--- src/rtl/string_literal_scanner_assert.svh ---
// Assertion macros used by the scanner core.
// Both sample on the rising edge of clk and are switched off while rst is high.
`ifndef STRING_LITERAL_SCANNER_ASSERT_SVH
`define STRING_LITERAL_SCANNER_ASSERT_SVH

// The consequence must hold in the same cycle as the antecedent.
`define SLS_ASSERT_SAME(label, ante, cons, msg) \
  label: assert property (@(posedge clk) disable iff (rst) (ante) |-> (cons)) \
    else $error(msg);

// The consequence must hold in the cycle after the antecedent.
`define SLS_ASSERT_NEXT(label, ante, cons, msg) \
  label: assert property (@(posedge clk) disable iff (rst) (ante) |=> (cons)) \
    else $error(msg);

`endif

--- src/rtl/sls_pkg.sv ---
package sls_pkg;

  // Scanner modes.
  typedef enum logic [3:0] {
    M_IDLE,
    M_Q_BODY,
    M_Q_ESC,
    M_Q_HEX,
    M_Q_UOPEN,
    M_Q_UNI,
    M_R_HASH,
    M_R_BODY,
    M_R_CLOSE,
    M_T_OPEN,
    M_T_BODY,
    M_T_ESC
  } scan_mode_t;

  // Token kinds reported with each result.
  typedef enum logic [2:0] {
    K_QUOTED  = 3'd0,
    K_RAW     = 3'd1,
    K_TEX     = 3'd2,
    K_UNKNOWN = 3'd3,
    K_NOT_LIT = 3'd4
  } token_kind_t;

  localparam int TOKEN_LENGTH_W = 16;

  // Escape mark bits.
  localparam logic [2:0] ESC_NAMED = 3'b001;
  localparam logic [2:0] ESC_HEX   = 3'b010;
  localparam logic [2:0] ESC_UNI   = 3'b100;

  // Characters the scanner looks for.
  localparam logic [7:0] CH_QUOTE     = 8'h22;
  localparam logic [7:0] CH_APOS      = 8'h27;
  localparam logic [7:0] CH_HASH      = 8'h23;
  localparam logic [7:0] CH_BACKSLASH = 8'h5C;
  localparam logic [7:0] CH_LBRACE    = 8'h7B;
  localparam logic [7:0] CH_RBRACE    = 8'h7D;
  localparam logic [7:0] CH_ZERO      = 8'h30;
  localparam logic [7:0] CH_LOWER_N   = 8'h6E;
  localparam logic [7:0] CH_LOWER_R   = 8'h72;
  localparam logic [7:0] CH_LOWER_T   = 8'h74;
  localparam logic [7:0] CH_LOWER_U   = 8'h75;
  localparam logic [7:0] CH_LOWER_X   = 8'h78;

  // One input beat.
  typedef struct packed {
    logic [7:0] in_byte;
    logic       end_of_input;
  } item_t;

  // One result beat.
  typedef struct packed {
    token_kind_t                 kind;
    logic [TOKEN_LENGTH_W-1:0]   length;
    logic                        named;
    logic                        hex;
    logic                        uni;
    logic                        unterminated;
    logic                        taken;
  } result_t;

  function automatic logic is_hex(input logic [7:0] c);
    return c inside {[8'h30:8'h39], [8'h61:8'h66], [8'h41:8'h46]};
  endfunction

  function automatic logic is_named_escape(input logic [7:0] c);
    return c inside {CH_LOWER_N, CH_LOWER_R, CH_LOWER_T, CH_BACKSLASH, CH_QUOTE,
                     CH_APOS, CH_ZERO};
  endfunction

endpackage

--- src/rtl/sls_in_stage.sv ---
module sls_in_stage (
  input  logic                clk,
  input  logic                rst,
  input  logic                byte_valid,
  output logic                byte_ready,
  input  sls_pkg::item_t      item_in,
  output logic                item_valid,
  output sls_pkg::item_t      item,
  input  logic                item_fire
);

  logic accept;

  // The register frees up in the same cycle that the core consumes its beat.
  assign byte_ready = !item_valid || item_fire;
  assign accept     = byte_valid && byte_ready;

  always_ff @(posedge clk) begin
    if (rst) begin
      item_valid <= 1'b0;
    end else if (accept) begin
      item_valid <= 1'b1;
    end else if (item_fire) begin
      item_valid <= 1'b0;
    end
  end

  // Payload needs no reset.
  always_ff @(posedge clk) begin
    if (accept) begin
      item <= item_in;
    end
  end

endmodule

--- src/rtl/sls_scan_core.sv ---
`include "string_literal_scanner_assert.svh"

module sls_scan_core #(
  parameter int MAX_HASHES  = 255,
  parameter int LENGTH_BITS = 16
) (
  input  logic                clk,
  input  logic                rst,
  input  logic                item_fire,
  input  sls_pkg::item_t      item,
  output logic                result_valid,
  output sls_pkg::result_t    result
);

  localparam int HashW = $clog2(MAX_HASHES + 1);

  sls_pkg::scan_mode_t     mode, mode_next, eff;
  logic [HashW-1:0]        open_hashes, open_hashes_next;
  logic [HashW-1:0]        close_hashes, close_hashes_next, close_inc;
  logic [1:0]              hex_left, hex_left_next, hex_dec;
  logic [LENGTH_BITS-1:0]  count, count_next, count_inc;
  logic [2:0]              esc, esc_next;
  logic                    fall, take, emit;
  logic [7:0]              c;

  assign c         = item.in_byte;
  assign close_inc = close_hashes + 1'b1;
  assign hex_dec   = hex_left - 2'd1;

  // State registers.
  always_ff @(posedge clk) begin
    if (rst) begin
      mode         <= sls_pkg::M_IDLE;
      open_hashes  <= '0;
      close_hashes <= '0;
      hex_left     <= '0;
      count        <= '0;
      esc          <= '0;
    end else if (item_fire) begin
      mode         <= mode_next;
      open_hashes  <= open_hashes_next;
      close_hashes <= close_hashes_next;
      hex_left     <= hex_left_next;
      count        <= count_next;
      esc          <= esc_next;
    end
  end

  // One scan step: a byte that ends an escape or a closing run unclaimed falls
  // back to the body mode and is examined there in the same step.
  always_comb begin
    fall = 1'b0;
    eff  = mode;
    case (mode)
      sls_pkg::M_Q_HEX: begin
        fall = !sls_pkg::is_hex(c);
      end
      sls_pkg::M_Q_UOPEN: begin
        fall = (c != sls_pkg::CH_LBRACE);
      end
      sls_pkg::M_Q_UNI: begin
        fall = (c != sls_pkg::CH_RBRACE) && !sls_pkg::is_hex(c);
      end
      sls_pkg::M_R_CLOSE: begin
        fall = (c != sls_pkg::CH_HASH);
      end
      sls_pkg::M_T_ESC: begin
        fall = (c != sls_pkg::CH_QUOTE);
      end
      default: begin
        fall = 1'b0;
      end
    endcase
    if (fall) begin
      case (mode)
        sls_pkg::M_R_CLOSE: eff = sls_pkg::M_R_BODY;
        sls_pkg::M_T_ESC:   eff = sls_pkg::M_T_BODY;
        default:            eff = sls_pkg::M_Q_BODY;
      endcase
    end

    mode_next         = eff;
    open_hashes_next  = open_hashes;
    close_hashes_next = (fall && mode == sls_pkg::M_R_CLOSE) ? '0 : close_hashes;
    hex_left_next     = (fall && mode == sls_pkg::M_Q_HEX) ? 2'd0 : hex_left;
    esc_next          = esc;
    take              = 1'b0;
    emit              = 1'b0;
    result.kind         = sls_pkg::K_UNKNOWN;
    result.named        = 1'b0;
    result.hex          = 1'b0;
    result.uni          = 1'b0;
    result.unterminated = 1'b0;
    result.taken        = 1'b0;

    if (item.end_of_input) begin
      // End of input always closes the current token.
      emit = 1'b1;
      case (mode)
        sls_pkg::M_Q_BODY, sls_pkg::M_Q_ESC, sls_pkg::M_Q_HEX,
        sls_pkg::M_Q_UOPEN, sls_pkg::M_Q_UNI: begin
          result.kind         = sls_pkg::K_QUOTED;
          result.named        = esc[0];
          result.hex          = esc[1];
          result.uni          = esc[2];
          result.unterminated = 1'b1;
        end
        sls_pkg::M_R_BODY, sls_pkg::M_R_CLOSE: begin
          result.kind = sls_pkg::K_RAW;
        end
        sls_pkg::M_T_BODY, sls_pkg::M_T_ESC: begin
          result.kind  = sls_pkg::K_TEX;
          result.named = esc[0];
          result.hex   = esc[1];
          result.uni   = esc[2];
        end
        default: begin
          result.kind = sls_pkg::K_UNKNOWN;
        end
      endcase
    end else begin
      case (eff)
        // Quoted string body and its escapes.
        sls_pkg::M_Q_BODY: begin
          take = 1'b1;
          if (c == sls_pkg::CH_QUOTE) begin
            emit         = 1'b1;
            result.kind  = sls_pkg::K_QUOTED;
            result.named = esc[0];
            result.hex   = esc[1];
            result.uni   = esc[2];
            result.taken = 1'b1;
          end else if (c == sls_pkg::CH_BACKSLASH) begin
            mode_next = sls_pkg::M_Q_ESC;
          end
        end
        sls_pkg::M_Q_ESC: begin
          take = 1'b1;
          if (sls_pkg::is_named_escape(c)) begin
            esc_next  = esc | sls_pkg::ESC_NAMED;
            mode_next = sls_pkg::M_Q_BODY;
          end else if (c == sls_pkg::CH_LOWER_X) begin
            esc_next      = esc | sls_pkg::ESC_HEX;
            hex_left_next = 2'd2;
            mode_next     = sls_pkg::M_Q_HEX;
          end else if (c == sls_pkg::CH_LOWER_U) begin
            esc_next  = esc | sls_pkg::ESC_UNI;
            mode_next = sls_pkg::M_Q_UOPEN;
          end else begin
            mode_next = sls_pkg::M_Q_BODY;
          end
        end
        sls_pkg::M_Q_HEX: begin
          take          = 1'b1;
          hex_left_next = hex_dec;
          if (hex_dec == 2'd0) begin
            mode_next = sls_pkg::M_Q_BODY;
          end
        end
        sls_pkg::M_Q_UOPEN: begin
          take      = 1'b1;
          mode_next = sls_pkg::M_Q_UNI;
        end
        sls_pkg::M_Q_UNI: begin
          take = 1'b1;
          if (c == sls_pkg::CH_RBRACE) begin
            mode_next = sls_pkg::M_Q_BODY;
          end
        end
        // Raw string: opening hashes, body, closing run.
        sls_pkg::M_R_HASH: begin
          if (c == sls_pkg::CH_HASH) begin
            take = 1'b1;
            if (open_hashes < HashW'(MAX_HASHES)) begin
              open_hashes_next = open_hashes + 1'b1;
            end
          end else if (c == sls_pkg::CH_QUOTE) begin
            take      = 1'b1;
            mode_next = sls_pkg::M_R_BODY;
          end else begin
            emit = 1'b1;
          end
        end
        sls_pkg::M_R_BODY: begin
          take = 1'b1;
          if (c == sls_pkg::CH_QUOTE) begin
            if (open_hashes == '0) begin
              emit         = 1'b1;
              result.kind  = sls_pkg::K_RAW;
              result.taken = 1'b1;
            end else begin
              close_hashes_next = '0;
              mode_next         = sls_pkg::M_R_CLOSE;
            end
          end
        end
        sls_pkg::M_R_CLOSE: begin
          take              = 1'b1;
          close_hashes_next = close_inc;
          if (close_inc >= open_hashes) begin
            emit         = 1'b1;
            result.kind  = sls_pkg::K_RAW;
            result.taken = 1'b1;
          end
        end
        // TeX string.
        sls_pkg::M_T_OPEN: begin
          if (c == sls_pkg::CH_QUOTE) begin
            take      = 1'b1;
            mode_next = sls_pkg::M_T_BODY;
          end else begin
            emit = 1'b1;
          end
        end
        sls_pkg::M_T_BODY: begin
          take = 1'b1;
          if (c == sls_pkg::CH_QUOTE) begin
            emit         = 1'b1;
            result.kind  = sls_pkg::K_TEX;
            result.named = esc[0];
            result.hex   = esc[1];
            result.uni   = esc[2];
            result.taken = 1'b1;
          end else if (c == sls_pkg::CH_BACKSLASH) begin
            mode_next = sls_pkg::M_T_ESC;
          end
        end
        sls_pkg::M_T_ESC: begin
          take      = 1'b1;
          esc_next  = esc | sls_pkg::ESC_NAMED;
          mode_next = sls_pkg::M_T_BODY;
        end
        // Idle: the first byte picks the literal kind.
        default: begin
          if (c == sls_pkg::CH_QUOTE) begin
            take      = 1'b1;
            mode_next = sls_pkg::M_Q_BODY;
          end else if (c == sls_pkg::CH_LOWER_R) begin
            take      = 1'b1;
            mode_next = sls_pkg::M_R_HASH;
          end else if (c == sls_pkg::CH_LOWER_T) begin
            take      = 1'b1;
            mode_next = sls_pkg::M_T_OPEN;
          end else begin
            emit        = 1'b1;
            result.kind = sls_pkg::K_NOT_LIT;
          end
        end
      endcase
    end

    // The length counter holds at its maximum.
    count_inc     = (take && count != '1) ? count + 1'b1 : count;
    count_next    = count_inc;
    result.length = 16'(count_inc);
    // A finished token leaves the scanner idle and cleared.
    if (emit) begin
      mode_next         = sls_pkg::M_IDLE;
      open_hashes_next  = '0;
      close_hashes_next = '0;
      hex_left_next     = '0;
      count_next        = '0;
      esc_next          = '0;
    end
  end

  assign result_valid  = item_fire && emit;

  `SLS_ASSERT_NEXT(a_idle_after_emit, result_valid, mode == sls_pkg::M_IDLE && count == '0, "scanner not cleared after a result")
  `SLS_ASSERT_SAME(a_hex_only_in_hex, hex_left != 2'd0, mode == sls_pkg::M_Q_HEX, "hex digit budget left outside hex escape")
  `SLS_ASSERT_SAME(a_close_run, close_hashes != '0, mode == sls_pkg::M_R_CLOSE && close_hashes < open_hashes, "closing hash run out of range")
  `SLS_ASSERT_SAME(a_unterm_kind, result_valid && result.unterminated, result.kind == sls_pkg::K_QUOTED && !result.taken, "unterminated mark on a wrong result")
  `SLS_ASSERT_SAME(a_idle_clear, mode == sls_pkg::M_IDLE, esc == '0 && count == '0 && open_hashes == '0, "idle scanner holds token state")

endmodule

--- src/rtl/sls_out_stage.sv ---
module sls_out_stage (
  input  logic                clk,
  input  logic                rst,
  input  logic                result_valid,
  input  sls_pkg::result_t    result_in,
  output logic                result_ready,
  output logic                token_valid,
  input  logic                token_ready,
  output sls_pkg::result_t    result
);

  // The register can take a new beat when empty or being drained this cycle.
  assign result_ready = !token_valid || token_ready;

  always_ff @(posedge clk) begin
    if (rst) begin
      token_valid <= 1'b0;
    end else if (result_ready) begin
      token_valid <= result_valid;
    end
  end

  always_ff @(posedge clk) begin
    if (result_ready && result_valid) begin
      result <= result_in;
    end
  end

endmodule

--- src/rtl/string_literal_scanner.sv ---
// String literal scanner. Feed one source byte per beat, starting at the first byte of a
// literal, or an end-of-input beat. Quoted, raw (hash-delimited) and TeX strings are
// recognized; a beat yields at most one result, emitted when the token completes, when
// end of input is seen, or when the byte does not start or continue a literal (then
// byte_taken is 0 and the caller presents that byte again). Each beat passes through a
// single scan step between an input register and a result register, so the block
// sustains one byte per cycle while token_ready is high; the result of a byte is written
// to the result register as the byte leaves the input register. While a result waits
// with token_ready low, the input stalls. MAX_HASHES bounds the counted opening hashes
// and LENGTH_BITS the saturating length counter, of which the low 16 bits are reported.
module string_literal_scanner #(
  parameter int MAX_HASHES  = 255,
  parameter int LENGTH_BITS = 16
) (
  input  logic        clk,
  input  logic        rst,
  input  logic        byte_valid,
  output logic        byte_ready,
  input  logic [7:0]  in_byte,
  input  logic        end_of_input,
  output logic        token_valid,
  input  logic        token_ready,
  output logic [2:0]  token_kind,
  output logic [15:0] token_length,
  output logic        has_named_escape,
  output logic        has_hex_escape,
  output logic        has_unicode_escape,
  output logic        unterminated,
  output logic        byte_taken
);

  sls_pkg::item_t   item_in, item;
  sls_pkg::result_t step_result, result;
  logic             item_valid, item_fire, step_valid, result_ready;

  assign item_in.in_byte      = in_byte;
  assign item_in.end_of_input = end_of_input;

  // A beat moves through the scan step whenever the result register can take it.
  assign item_fire = item_valid && result_ready;

  sls_in_stage u_in (
    .clk        (clk),
    .rst        (rst),
    .byte_valid (byte_valid),
    .byte_ready (byte_ready),
    .item_in    (item_in),
    .item_valid (item_valid),
    .item       (item),
    .item_fire  (item_fire)
  );

  sls_scan_core #(
    .MAX_HASHES  (MAX_HASHES),
    .LENGTH_BITS (LENGTH_BITS)
  ) u_core (
    .clk          (clk),
    .rst          (rst),
    .item_fire    (item_fire),
    .item         (item),
    .result_valid (step_valid),
    .result       (step_result)
  );

  sls_out_stage u_out (
    .clk          (clk),
    .rst          (rst),
    .result_valid (step_valid),
    .result_in    (step_result),
    .result_ready (result_ready),
    .token_valid  (token_valid),
    .token_ready  (token_ready),
    .result       (result)
  );

  assign token_kind         = result.kind;
  assign token_length       = result.length;
  assign has_named_escape   = result.named;
  assign has_hex_escape     = result.hex;
  assign has_unicode_escape = result.uni;
  assign unterminated       = result.unterminated;
  assign byte_taken         = result.taken;

endmodule

--- config.mk ---
export PLATFORM = sky130hd
export DESIGN_NAME = string_literal_scanner
export DESIGN_NICKNAME = d
export VERILOG_FILES = /design/src/rtl/sls_pkg.sv /design/src/rtl/sls_in_stage.sv /design/src/rtl/sls_scan_core.sv /design/src/rtl/sls_out_stage.sv /design/src/rtl/string_literal_scanner.sv
export VERILOG_INCLUDE_DIRS = /design/src /design/src/rtl
export SDC_FILE = /design/constraint.sdc
export NUM_CORES = 1
export LEC_CHECK = 0
export CAP_MARGIN = 10
export CORE_UTILIZATION = 30
export CTS_BUF_LIST = sky130_fd_sc_hd__clkbuf_16
export CTS_CLUSTER_SIZE = 10
export DETAILED_ROUTE_END_ITERATION = 16
export DONT_BUFFER_PORTS = 1
export GPL_TIMING_DRIVEN = 0
export SYNTH_ARGS = -nofsm -noshare
export SYNTH_HDL_FRONTEND = slang
export SYNTH_SLANG_ARGS = --single-unit
--- constraint.sdc ---
create_clock -name clk -period 7.3 [get_ports clk]
set_input_delay 0.73 -clock clk [delete_from_list [all_inputs] [get_ports clk]]
set_output_delay 0.73 -clock clk [all_outputs]
set_load 0.01 [all_outputs]
==> results.sh <==
export IMPL_synthesis_nets=606
export IMPL_port_buffers=0
export IMPL_rows=46
export IMPL_design_core_area_sq_mm=0.0159
export IMPL_tightest_slew_ps=962
export IMPL_die_height_um=130
export IMPL_synth_distinct_cells=74
export IMPL_cts_hold_buf=0
export IMPL_outcome="finished, final reports clean"
export IMPL_synth_seq_cells=76
export IMPL_critPathRequiredTime_ps=7270
export IMPL_drc=0
export IMPL_critPathArrivalTime_ps=4120
export IMPL_p_per_area_mw_per_mm2=167
export IMPL_regToRegStartpoint="u_in.item[2]"
export IMPL_hp_start="u_core.close_hashes[6]"
export IMPL_place_congestion=0.937
export IMPL_cts_resized_gates=0
export IMPL_drt_iter0_drc=506
export IMPL_fin_setup_tns_ps=0
export IMPL_post_synth_top_area_cell="edfxtp_1"
export IMPL_r2r_slack_ps=3150
export IMPL_final_antenna_net_count=0
export IMPL_initial_core_util_pct=30.8
export IMPL_synth_top_area_share_pct=20.2
export IMPL_reg2reg_depth=12
export IMPL_drive_above_1_share_pct=8.21
export IMPL_grt_pass1_vias=4313
export IMPL_synth_most_common_cell="nand2_1"
export IMPL_num_io_pins=39
export IMPL_grtUsageTotal_pct=17.4
export IMPL_cts_max_path_buffers=2
export IMPL_ys_async_sr_fraction_pct=0
export IMPL_finalCritPeriodShare_pct=56.9
export IMPL_antenna_found_initial=0
export IMPL_postCtsSetupBuffers=0
export IMPL_synth_ff_type="dfxtp_1"
export IMPL_diodes=0
export IMPL_routed_wl_um=13800
export IMPL_fin_cells=813
export IMPL_layout_nets=618
export IMPL_multiInputGateArea_sq_mm=0.00279
export IMPL_path_class="register to register"
export IMPL_cp_end_kind="register"
export IMPL_avgSynthCellArea_sq_um=8.44
export IMPL_synth_edf_count=33
export IMPL_seq_area_sq_mm=0.00185
export IMPL_viasPerCell=5.62
export IMPL_timing_rr_end="u_out.result[1]"
export IMPL_syn_inst=580
export IMPL_dp_hpwl_um=10500
export IMPL_hold_viol=0
export IMPL_clk_pin_slew_ps=60
export IMPL_max_freq_mhz=241
export IMPL_place_area_sq_mm=0.00516
export IMPL_dr_pass1_iters=7
export IMPL_slew_viol_final=0
export IMPL_cts_tree="done"
export IMPL_fin_area_sq_mm=0.00544
export IMPL_vias=4566
export IMPL_hold_path_class="register to register"
export IMPL_die_area_sq_mm=0.0168
export IMPL_peakVddDrop_v=0.000112
export IMPL_clock_skew_ps=9.87
export IMPL_setup_viol=0
export IMPL_cts_max_level=3
export IMPL_period_needed_ps=4150
export IMPL_numCtsBuffers=9
export IMPL_worstPathMaxFanout=24
export IMPL_max_cap_violations=0
export IMPL_clkLatencyLatePin_ps=350
export IMPL_dpl_cell_count=796
export IMPL_root_buffer="clkbuf_16"
export IMPL_rsz0062_at_grt="false"
export IMPL_ys_warn_count=0
export IMPL_max_slew_margin_pct=35.3
export IMPL_synthTopCellsByArea="edfxtp_1, dfxtp_1, nand2_1"
export IMPL_grt_overflow=0
export IMPL_grt_max_degree=25
export IMPL_chipWidth_um=130
export IMPL_routedWlPerCell_um=17.0
export IMPL_syn_area_sq_mm=0.00489
export IMPL_synthToLayoutAreaGrowth_pct=11.0
export IMPL_setup_worst_path_start="u_in.item[2]"
export IMPL_nFillCells=1640
export IMPL_synth_commonest_cells="nand2_1, a21oi_1, dfxtp_1"
export IMPL_clock_sinks=76
export IMPL_ys_seq_area_share_pct=37.8
export IMPL_p_leak_nw=1.75
export IMPL_crit_path_start_kind="register"
export IMPL_crit_end="u_out.result[1]"
export IMPL_grt_pass1_wl_um=22600
## cell type report
class	count	area share [%]
timing repair buffer	1	0.0921
sequential	76	34.1
inverter	24	1.66
clock inverter	7	0.737
buffer	32	3.02
multi-input combinational	448	51.3
tap	216	4.97
clock buffer	9	4.14
## critical path: stages, from the launching register on
cell      delay [ps]
edfxtp_1         340
buf_2            210
and4bb_2         290
and2_1           250
a21oi_1          140
a211oi_2         610
o31ai_1          130
a211o_1          380
o21a_1           280
buf_4            220
nand2_1          120
nand2_1           90
inv_1            720
## power breakdown
| part | leakage (nW) | switching [W] | total [W] | internal, W |
|---|---|---|---|---|
| combinational | 0.954 | 0.0000327 | 0.0000433 | 0.0000106 |
| clock | 0.131 | 0.000178 | 0.000405 | 0.000228 |
| sequential | 0.662 | 0.00000843 | 0.000462 | 0.000453 |
| total | 1.75 | 0.000219 | 0.000910 | 0.000692 |
## per-stage QoR
stage	total power [W]	worst slack (ps)	utilization [%]	hold slack [ps]
after floorplan	0.000498	3960	-	429
after global placement	0.000513	3130	32.5	452
after detailed placement	0.000514	3160	32.5	462
after CTS	0.000917	3130	34.2	473
after global routing	0.000942	2890	34.2	469
final	0.000910	3150	34.2	468
## flip-flops by register name, summed over array words and instances, names as in the netlist
signal               flops
u_core.close_hashes      8
u_core.count            16
u_core.esc               3
u_core.hex_left          2
u_core.mode              4
u_core.open_hashes       8
u_in.item                9
u_in.item_valid          1
u_out.result            24
u_out.token_valid        1
## cell usage in the layout (no fill, tap or decap), types with 11 or more instances in the layout
cell,instances
a21oi_1,48
xnor2_1,14
nor3_1,19
nand2_1,74
inv_1,24
ha_1,13
o211ai_1,12
dfxtp_1,43
nand4_1,11
o21ai_0,25
edfxtp_1,33
nand3_1,21
or3_1,14
clkbuf_1,20
nor2_1,42
## layer usage
metal  GRT usage, %  up-vias  wire, um  part of all wire [%]
met5              0        -         0                     0
met4           6.77        0       237                   1.7
met3           3.57       19       900                   6.5
met2           28.1      179      6400                    46
met1           22.8     2174      6270                    45
li1               -     2194         -                     -
## worst min-delay path by stage
| stage | to | slack, ps | cells after the start |
|---|---|---|---|
| CTS | u_core.close_hashes[6] | 470 | 2 |
| global route | u_in.item[0] | 470 | 0 |
| global placement | u_core.esc[1] | 450 | 2 |
| floorplan | u_core.esc[0] | 430 | 2 |
| finish | u_core.close_hashes[6] | 470 | 2 |
| detailed placement | u_core.esc[2] | 460 | 2 |
## cell families (layout without fill, tap and decap cells)
family                   after synthesis  after routing  synth area share, %
adder cells (fa/ha/maj)               13             13                 3.32
flip-flops                            76             76                 37.8
buffers and inverters                 56             73                 5.19
XOR/XNOR                              22             22                 4.09
AND/OR/NAND/NOR                      250            250                 26.6
multiplexers                           3              3                0.665
AO/OA/AOI/OAI                        160            160                 22.3
(Power assumes the default switching activity.)
